**src/pnv_pkg.sv**
```systemverilog
// ----------------------------------------------------------------------------
// pnv_pkg
// shared types and constants for the phone number validator
// ----------------------------------------------------------------------------
package pnv_pkg;

   localparam int MAX_DIGITS_DEF = 24;
   localparam int UNIT_W         = 16;
   localparam int COUNT_W        = 5;
   localparam int PHASE_W        = 3;
   localparam int ESC_W          = 2;
   localparam int NIB_W          = 4;

   localparam logic [PHASE_W-1:0] PH_START = 3'd0;
   localparam logic [PHASE_W-1:0] PH_MAIN  = 3'd1;
   localparam logic [PHASE_W-1:0] PH_CTI   = 3'd2;
   localparam logic [PHASE_W-1:0] PH_DONE  = 3'd3;
   localparam logic [PHASE_W-1:0] PH_FAIL  = 3'd4;

   localparam logic [ESC_W-1:0] ESC_NONE = 2'd0;
   localparam logic [ESC_W-1:0] ESC_HIGH = 2'd1;
   localparam logic [ESC_W-1:0] ESC_LOW  = 2'd2;

   localparam logic [UNIT_W-1:0] CH_PLUS    = 16'h002B;
   localparam logic [UNIT_W-1:0] CH_HASH    = 16'h0023;
   localparam logic [UNIT_W-1:0] CH_STAR    = 16'h002A;
   localparam logic [UNIT_W-1:0] CH_DOT     = 16'h002E;
   localparam logic [UNIT_W-1:0] CH_LPAREN  = 16'h0028;
   localparam logic [UNIT_W-1:0] CH_RPAREN  = 16'h0029;
   localparam logic [UNIT_W-1:0] CH_DASH    = 16'h002D;
   localparam logic [UNIT_W-1:0] CH_COMMA   = 16'h002C;
   localparam logic [UNIT_W-1:0] CH_BANG    = 16'h0021;
   localparam logic [UNIT_W-1:0] CH_SEMI    = 16'h003B;
   localparam logic [UNIT_W-1:0] CH_SLASH   = 16'h002F;
   localparam logic [UNIT_W-1:0] CH_PERCENT = 16'h0025;
   localparam logic [UNIT_W-1:0] CH_SPACE   = 16'h0020;
   localparam logic [UNIT_W-1:0] CH_TAB     = 16'h0009;
   localparam logic [UNIT_W-1:0] CH_CR      = 16'h000D;
   localparam logic [UNIT_W-1:0] CH_ZERO    = 16'h0030;
   localparam logic [UNIT_W-1:0] CH_NINE    = 16'h0039;

   typedef struct packed {
      logic plus;
      logic digit;
      logic sep;
      logic end_mark;
      logic slash;
      logic cti_sym;
   } pnv_class_type;

   typedef struct packed {
      logic               number_valid;
      logic [COUNT_W-1:0] digit_count;
   } pnv_result_type;

endpackage

```
**src/pnv_char_class.sv**
```systemverilog
// ----------------------------------------------------------------------------
// pnv_char_class
// sorts one decoded character into the classes the parser acts on
// ----------------------------------------------------------------------------
module pnv_char_class
   import pnv_pkg::*;
(
   input  logic [UNIT_W-1:0] ch,
   output pnv_class_type     cls
);

   logic is_space;

   assign is_space = (ch == CH_SPACE) || ((ch >= CH_TAB) && (ch <= CH_CR));

   always_comb begin
      cls.plus     = (ch == CH_PLUS);
      cls.digit    = (ch >= CH_ZERO) && (ch <= CH_NINE);
      cls.sep      = is_space || (ch == CH_HASH) || (ch == CH_STAR) ||
                     (ch == CH_DOT) || (ch == CH_LPAREN) || (ch == CH_RPAREN) ||
                     (ch == CH_DASH) || (ch == CH_COMMA);
      cls.end_mark = (ch == CH_BANG) || (ch == CH_SEMI);
      cls.slash    = (ch == CH_SLASH);
      cls.cti_sym  = (ch == CH_HASH) || (ch == CH_STAR) || (ch == CH_COMMA);
   end

endmodule

```
**src/pnv_parser.sv**
```systemverilog
// ----------------------------------------------------------------------------
// pnv_parser
// percent decoding and dial-string state, one code unit per step
// ----------------------------------------------------------------------------
module pnv_parser
   import pnv_pkg::*;
#(
   parameter int MAX_DIGITS = MAX_DIGITS_DEF
)
(
   input  logic              clock,
   input  logic              reset,
   input  logic              step,
   input  logic [UNIT_W-1:0] code_unit,
   input  logic              cti_mode,
   output pnv_result_type    result
);

   localparam logic [COUNT_W-1:0] DIG_MAX = COUNT_W'(MAX_DIGITS);
   localparam logic [COUNT_W-1:0] DIG_SAT = COUNT_W'(MAX_DIGITS + 1);

   logic [PHASE_W-1:0] phase_ff, phase_in;
   logic [COUNT_W-1:0] digits_ff, digits_in;
   logic               slash_ff, slash_in;
   logic [ESC_W-1:0]   esc_ff, esc_in;
   logic [NIB_W-1:0]   nib_ff, nib_in;

   logic               hex_ok;
   logic [NIB_W-1:0]   hex_val;
   logic [UNIT_W-1:0]  ch;
   logic               ch_ready;
   logic               in_range;
   pnv_class_type      cls;

   pnv_char_class u_class (
      .ch  (ch),
      .cls (cls)
   );

   always_comb begin
      hex_ok  = 1'b1;
      hex_val = '0;
      if ((code_unit >= 16'h0030) && (code_unit <= 16'h0039)) begin
         hex_val = NIB_W'(code_unit - 16'h0030);
      end else if ((code_unit >= 16'h0041) && (code_unit <= 16'h0046)) begin
         hex_val = NIB_W'(code_unit - 16'h0037);
      end else if ((code_unit >= 16'h0061) && (code_unit <= 16'h0066)) begin
         hex_val = NIB_W'(code_unit - 16'h0057);
      end else begin
         hex_ok = 1'b0;
      end
   end

   // decoded character, ready when a plain unit or a finished escape arrives
   always_comb begin
      ch = code_unit;
      ch_ready = 1'b0;
      if ((code_unit != '0) && (phase_ff != PH_FAIL)) begin
         if (esc_ff == ESC_NONE) begin
            ch_ready = (code_unit != CH_PERCENT);
         end else if (hex_ok && (esc_ff != ESC_HIGH)) begin
            ch = {8'h00, nib_ff, hex_val};
            ch_ready = 1'b1;
         end
      end
   end

   assign in_range            = (digits_ff >= COUNT_W'(1)) && (digits_ff <= DIG_MAX);
   assign result.number_valid = (phase_ff != PH_FAIL) && (esc_ff == ESC_NONE) && in_range;
   assign result.digit_count  = digits_ff;

   always_comb begin
      phase_in = phase_ff;
      digits_in = digits_ff;
      slash_in = slash_ff;
      esc_in = esc_ff;
      nib_in = nib_ff;
      if (code_unit == '0) begin
         phase_in = PH_START;
         digits_in = '0;
         slash_in = 1'b0;
         esc_in = ESC_NONE;
         nib_in = '0;
      end else if (phase_ff != PH_FAIL) begin
         if (esc_ff == ESC_NONE) begin
            if (code_unit == CH_PERCENT) begin
               esc_in = ESC_HIGH;
            end
         end else if (!hex_ok) begin
            phase_in = PH_FAIL;
            esc_in = ESC_NONE;
            nib_in = '0;
         end else if (esc_ff == ESC_HIGH) begin
            nib_in = hex_val;
            esc_in = ESC_LOW;
         end else begin
            esc_in = ESC_NONE;
            nib_in = '0;
         end

         if (ch_ready && (phase_ff != PH_DONE)) begin
            if (ch == '0) begin
               phase_in = PH_DONE;
            end else if (phase_ff == PH_CTI) begin
               if (cls.digit || cls.cti_sym) begin
                  slash_in = 1'b0;
               end else if (cls.slash) begin
                  if (slash_ff) begin
                     phase_in = PH_FAIL;
                  end else begin
                     slash_in = 1'b1;
                  end
               end else begin
                  phase_in = PH_FAIL;
               end
            end else if ((phase_ff == PH_START) && cls.plus) begin
               phase_in = PH_MAIN;
            end else begin
               phase_in = PH_MAIN;
               if (cls.digit) begin
                  if (digits_ff < DIG_SAT) begin
                     digits_in = digits_ff + COUNT_W'(1);
                  end
               end else if (cls.sep) begin
                  phase_in = PH_MAIN;
               end else if (cls.end_mark) begin
                  phase_in = cti_mode ? PH_FAIL : PH_DONE;
               end else if (cls.slash && cti_mode && in_range) begin
                  phase_in = PH_CTI;
                  slash_in = 1'b1;
               end else begin
                  phase_in = PH_FAIL;
               end
            end
         end
      end
   end

   always_ff @(posedge clock) begin
      if (reset) begin
         phase_ff <= PH_START;
         digits_ff <= '0;
         slash_ff <= 1'b0;
         esc_ff <= ESC_NONE;
         nib_ff <= '0;
      end else if (step) begin
         phase_ff <= phase_in;
         digits_ff <= digits_in;
         slash_ff <= slash_in;
         esc_ff <= esc_in;
         nib_ff <= nib_in;
      end
   end

endmodule

```
**src/phone_number_validator.sv**
```systemverilog
// ----------------------------------------------------------------------------
// phone_number_validator
// checks a percent-escaped dial string, one code unit per transaction
//
// req channel: one UCS-2 code unit per transaction, a zero unit ends the
//   string; req_tuser carries the cti mode flag
// rsp channel: one transaction per string, sent for the zero unit only,
//   with the valid flag and the main-part digit count (saturating)
// rsp path: input register, then output register, which drives rsp_tvalid
// throughput: one code unit per cycle unless a terminator waits; the input register
//   takes a new unit while a finished result waits in the output register
// when the receiver stalls, non-terminating units keep flowing; a second
//   terminator waits in the input register until the output register frees
// reset: clears both valid flags and returns the parser to start of string
// ----------------------------------------------------------------------------
module phone_number_validator
   import pnv_pkg::*;
#(
   parameter int MAX_DIGITS = MAX_DIGITS_DEF
)
(
   input  logic        clock,
   input  logic        reset,
   input  logic        req_tvalid,
   output logic        req_tready,
   input  logic [15:0] req_tdata,  // [15:0] code_unit
   input  logic        req_tuser,  // [0] cti_mode
   output logic        rsp_tvalid,
   input  logic        rsp_tready,
   output logic [7:0]  rsp_tdata   // [0] number_valid, [5:1] digit_count, [7:6] zero
);

   logic              s1_valid_ff, s1_valid_in;
   logic [UNIT_W-1:0] s1_unit_ff;
   logic              s1_cti_ff;
   logic              rsp_valid_ff, rsp_valid_in;
   pnv_result_type    rsp_data_ff;

   logic              out_free;
   logic              s1_term;
   logic              s1_adv;
   pnv_result_type    result;

   pnv_parser #(
      .MAX_DIGITS (MAX_DIGITS)
   ) u_parser (
      .clock     (clock),
      .reset     (reset),
      .step      (s1_adv),
      .code_unit (s1_unit_ff),
      .cti_mode  (s1_cti_ff),
      .result    (result)
   );

   assign out_free    = !rsp_valid_ff || rsp_tready;
   assign s1_term     = (s1_unit_ff == '0);
   assign s1_adv      = s1_valid_ff && (!s1_term || out_free);
   assign req_tready  = !s1_valid_ff || s1_adv;
   assign s1_valid_in = req_tvalid ? 1'b1 : (s1_adv ? 1'b0 : s1_valid_ff);

   always_comb begin
      rsp_valid_in = rsp_valid_ff;
      if (s1_adv && s1_term) begin
         rsp_valid_in = 1'b1;
      end else if (rsp_tready) begin
         rsp_valid_in = 1'b0;
      end
   end

   always_ff @(posedge clock) begin
      if (reset) begin
         s1_valid_ff <= 1'b0;
         rsp_valid_ff <= 1'b0;
      end else begin
         s1_valid_ff <= req_tready ? s1_valid_in : s1_valid_ff;
         rsp_valid_ff <= rsp_valid_in;
      end
   end

   always_ff @(posedge clock) begin
      if (req_tvalid && req_tready) begin
         s1_unit_ff <= req_tdata;
         s1_cti_ff <= req_tuser;
      end
      if (s1_adv && s1_term) begin
         rsp_data_ff <= result;
      end
   end

   assign rsp_tvalid = rsp_valid_ff;
   assign rsp_tdata  = {2'b00, rsp_data_ff.digit_count, rsp_data_ff.number_valid};

endmodule
```
**config.mk**
```make
export PLATFORM = sky130hd
export DESIGN_NAME = phone_number_validator
export DESIGN_NICKNAME = d
export VERILOG_FILES = /design/src/pnv_pkg.sv /design/src/pnv_char_class.sv /design/src/pnv_parser.sv /design/src/phone_number_validator.sv
export SDC_FILE = /design/constraint.sdc
export NUM_CORES = 1
export LEC_CHECK = 0
export BUFFER_PORTS_ARGS = -buffer_cell sky130_fd_sc_hd__buf_2
export CORE_MARGIN = 5
export CORE_UTILIZATION = 62
export DETAILED_ROUTE_END_ITERATION = 7
export PLACE_DENSITY_LB_ADDON = 0.1
export SLEW_MARGIN = 25
export SYNTH_ARGS = -nofsm -noshare
export SYNTH_HDL_FRONTEND = slang
export SYNTH_SLANG_ARGS = --single-unit
```
**constraint.sdc**
```tcl
create_clock -name clock -period 7.6 [get_ports clock]
set_input_delay 0 -clock clock [delete_from_list [all_inputs] [get_ports clock]]
set_output_delay 0 -clock clock [all_outputs]
set_load 0.03 [all_outputs]
```
==> out/results.txt <==
Crit Path Class: flop to flop
Antenna viol nets, final: 0
Post-synth EDFFs: 23
Final hold violations: 0
Pin count of the biggest net entering global routing: 18
DPL Wire Length: 4100 um
Worst R2R Setup Slack: 3950 ps
Worst VDD drop: 0.179 mV
Hold endpoint: u_parser.nib_ff[2]
Setup bufs post-CTS: 0
Final-stage net count: 328
Area Overhead vs Synth: 18.8%
CTS tree: done
Worst stage delay on the critical path: 540 ps
Ant diodes: 0
Inserted Clock Buffers: 5
Clock skew: 6.41 ps
Clock power frac: 35.7%
Reg2reg path depth: 11
CP Cell Sequence: inv_1 > ha_1 > nor4b_1 > and4_1 > nor2_1 > a211o_1 > a211oi_1 > o21ai_1 > a31oi_1 > o21ai_1 > o22ai_1
Sequential Power Share: 51.5%
Gate Count Post-Synth: 255
Area share of the largest cell type after synthesis: 28.6%
WL per Instance: 17.5 um
Switch share: 25.0%
Share of cells above drive strength 1: 16.6%
First-pass GRT wire length: 10200 um
Worst-Skew Late Latency: 300 ps
Clock Pin Slew Worst Setup and Hold Paths: 80 ps
Avg Cell Area, Syn: 9.48 um2
FMAX: 274 MHz
Die height: 72.5 um
Hold path depth: 2
Core Area: 3720 um2
Initial antenna violation count: 0
DRC viols: 0
Worst reg2reg startpoint: s1_unit_ff[1]
Starting density of the core: 65.1%
Area of the mapped netlist: 2420 um2
Yosys cell types: 61
Total internal power: 0.000362 W
Final Wtd Congestion: 0.898
Post-Route WL: 6140 um
DR pass1 iterations: 8
Vias per inst: 6.49
Most common cell on crit path: o21ai_1
Drt first-iter violations: 294
Setup_tns: 0 ps
Std cell rows: 22
Ys Warns: 0
Fin util: 77.3%
GRT Overall Usage: 25.1%
Register area share after synthesis: 42.6%
GRT overflow: 0
CP max stage cell: edfxtp_1
Ys async rst share: 0%
Die area: 5250 um2
Synth area leaders: edfxtp_1, dfxtp_1, nor2_1, ha_1, nand2_1
Relative slew slack: 50.4%
Critical-path maximum fanout: 10
Setup crit start kind: flop
Final Setup Violations: 0
FF-to-FF End: u_parser.digits_ff[1]
Slew of the pin with the lowest slew margin: 745 ps
CP arrival: 3880 ps
Crit. End Element: flop
Required time of the worst setup path: 7830 ps
Clock Path Buffers: 2
Place WS: 4090 ps
Status: complete, no violations
Switching Power: 0.000121 W
Fin crit period: 3650 ps
Final Cycle Share: 48.1%
Flops & latches, synth: 40
H-Tree Depth: 2
Synth Flop Type: edfxtp_1
RSZ-0062 raised after global routing: no
Ports: 31
Dpl cell area: 2580 um2
Smallest hold slack: 29.6 ps
Number of global-route vias before repair: 2088
Slew Limit Fails: 0
Lkg Pwr: 1.07 nW
Max-Cap Viols: 0
Combinational group share of total power: 12.7%
Cell accounting for the most synthesized area: edfxtp_1
Hold crit path type: primary input to flop
Top cell family by delay on the critical path: compound AO/OA/AOI/OAI gates
Post-layout worst setup margin: 3950 ps
Count leader, synth: edfxtp_1
Die X: 72.5 um
Min-delay src: reset
Crit path buf inv count: 1
Most common library cells after synthesis: edfxtp_1, nor2_1, nand2_1
CTS root buf: clkbuf_8
Final Cell Area: 2870 um2
I/O Buffers: 28
DR vias: 2271
Power Density: 168 nW/um2
CTS Sinks: 40
[kinds of logic after synthesis]
| logic type | count (synthesis) | share of synthesized area (%) |
|---|---|---|
| simple gates | 105 | 24.7 |
| other cells | 1 | 0.155 |
| xor+xnor | 6 | 2.17 |
| buf+inv | 19 | 3.36 |
| fa+ha+maj | 6 | 3.10 |
| compound gates | 71 | 20.9 |
| flops | 40 | 42.6 |
| mux | 7 | 3.00 |
[sequential cells by signal, summed over array words and instances, names as in the netlist]
register            count
u_parser.phase_ff       3
u_parser.digits_ff      5
rsp_tvalid              1
s1_unit_ff             16
rsp_tdata               6
s1_valid_ff             1
s1_cti_ff               1
u_parser.slash_ff       1
u_parser.esc_ff         2
u_parser.nib_ff         4
[worst register-to-register path, stage by stage, from the launching register on]
cell	delay, ps
edfxtp_1	540
inv_1	220
ha_1	230
nor4b_1	360
and4_1	450
nor2_1	220
a211o_1	360
a211oi_1	260
o21ai_1	160
a31oi_1	460
o21ai_1	170
o22ai_1	170
[through the flow]
stage | cells | power (W)
3_5_place_dp | 324 | 0.000305
3_3_place_gp | 324 | 0.000305
5_1_grt | 350 | 0.000503
6_report | 350 | 0.000483
4_1_cts | 350 | 0.000481
2_1_floorplan | 256 | 0.000290
[placed cells by master (no fill, tap or decap), types with 3 or more instances in the layout]
cell type	instances
a31oi_1	5
nand2b_1	5
o21ai_0	10
buf_2	28
nor4_1	4
nor3b_1	3
mux2i_1	5
xnor2_1	5
nor4_4	3
edfxtp_1	23
inv_1	11
o21a_1	3
o21ai_1	5
nor3_1	10
nand3_1	13
nor2_1	22
o31ai_1	4
nand2_1	20
clkbuf_8	5
dlygate4sd3_1	18
nand4_1	6
or3_1	3
ha_1	6
a21o_1	4
a21oi_1	11
dfxtp_1	17
a22oi_1	5
[power groups by stage]
stage          Clock [W]  Combinational (W)  Sequential (W)
2_1_floorplan          0          0.0000428        0.000248
3_3_place_gp           0          0.0000519        0.000253
3_5_place_dp           0          0.0000515        0.000253
4_1_cts         0.000174          0.0000589        0.000248
5_1_grt         0.000186          0.0000668        0.000250
6_report        0.000173          0.0000615        0.000249
[worst max path at each step]
stage	startpoint	end	slack [ps]	cells past startpoint
final	s1_unit_ff[1]	u_parser.digits_ff[1]	3950	11
after global routing	s1_unit_ff[1]	u_parser.digits_ff[3]	3720	11
after CTS	s1_unit_ff[1]	u_parser.digits_ff[1]	4060	11
after detailed placement	s1_unit_ff[1]	u_parser.digits_ff[1]	4090	11
after global placement	s1_unit_ff[1]	u_parser.digits_ff[1]	4160	11
after floorplan	s1_unit_ff[0]	u_parser.digits_ff[3]	4420	13
[routing by layer]
metal  part of all wire [%]  global-route usage, %  wire, um
met4                    2.1                   9.02       129
met2                     48                   40.5      2930
met3                    7.9                   4.29       486
met5                      0                      0         0
met1                     42                   33.8      2590
[layout make-up]
| type | instances | area [um2] |
|---|---|---|
| tap | 48 | 60.1 |
| clock buffer | 5 | 68.8 |
| fill | 250 | 842 |
| sequential | 40 | 1030 |
| multi-input combinational | 197 | 1310 |
| clock inverter | 3 | 42.5 |
| inverter | 11 | 41.3 |
| timing repair buffer | 46 | 320 |
[what timing repair did]
action                                 in CTS  in global routing
resized for setup                           0                  0
hold buffers                               18                  0
endpoints found under the hold margin      18                  0
Note: power is estimated with default switching activity, not from simulation.
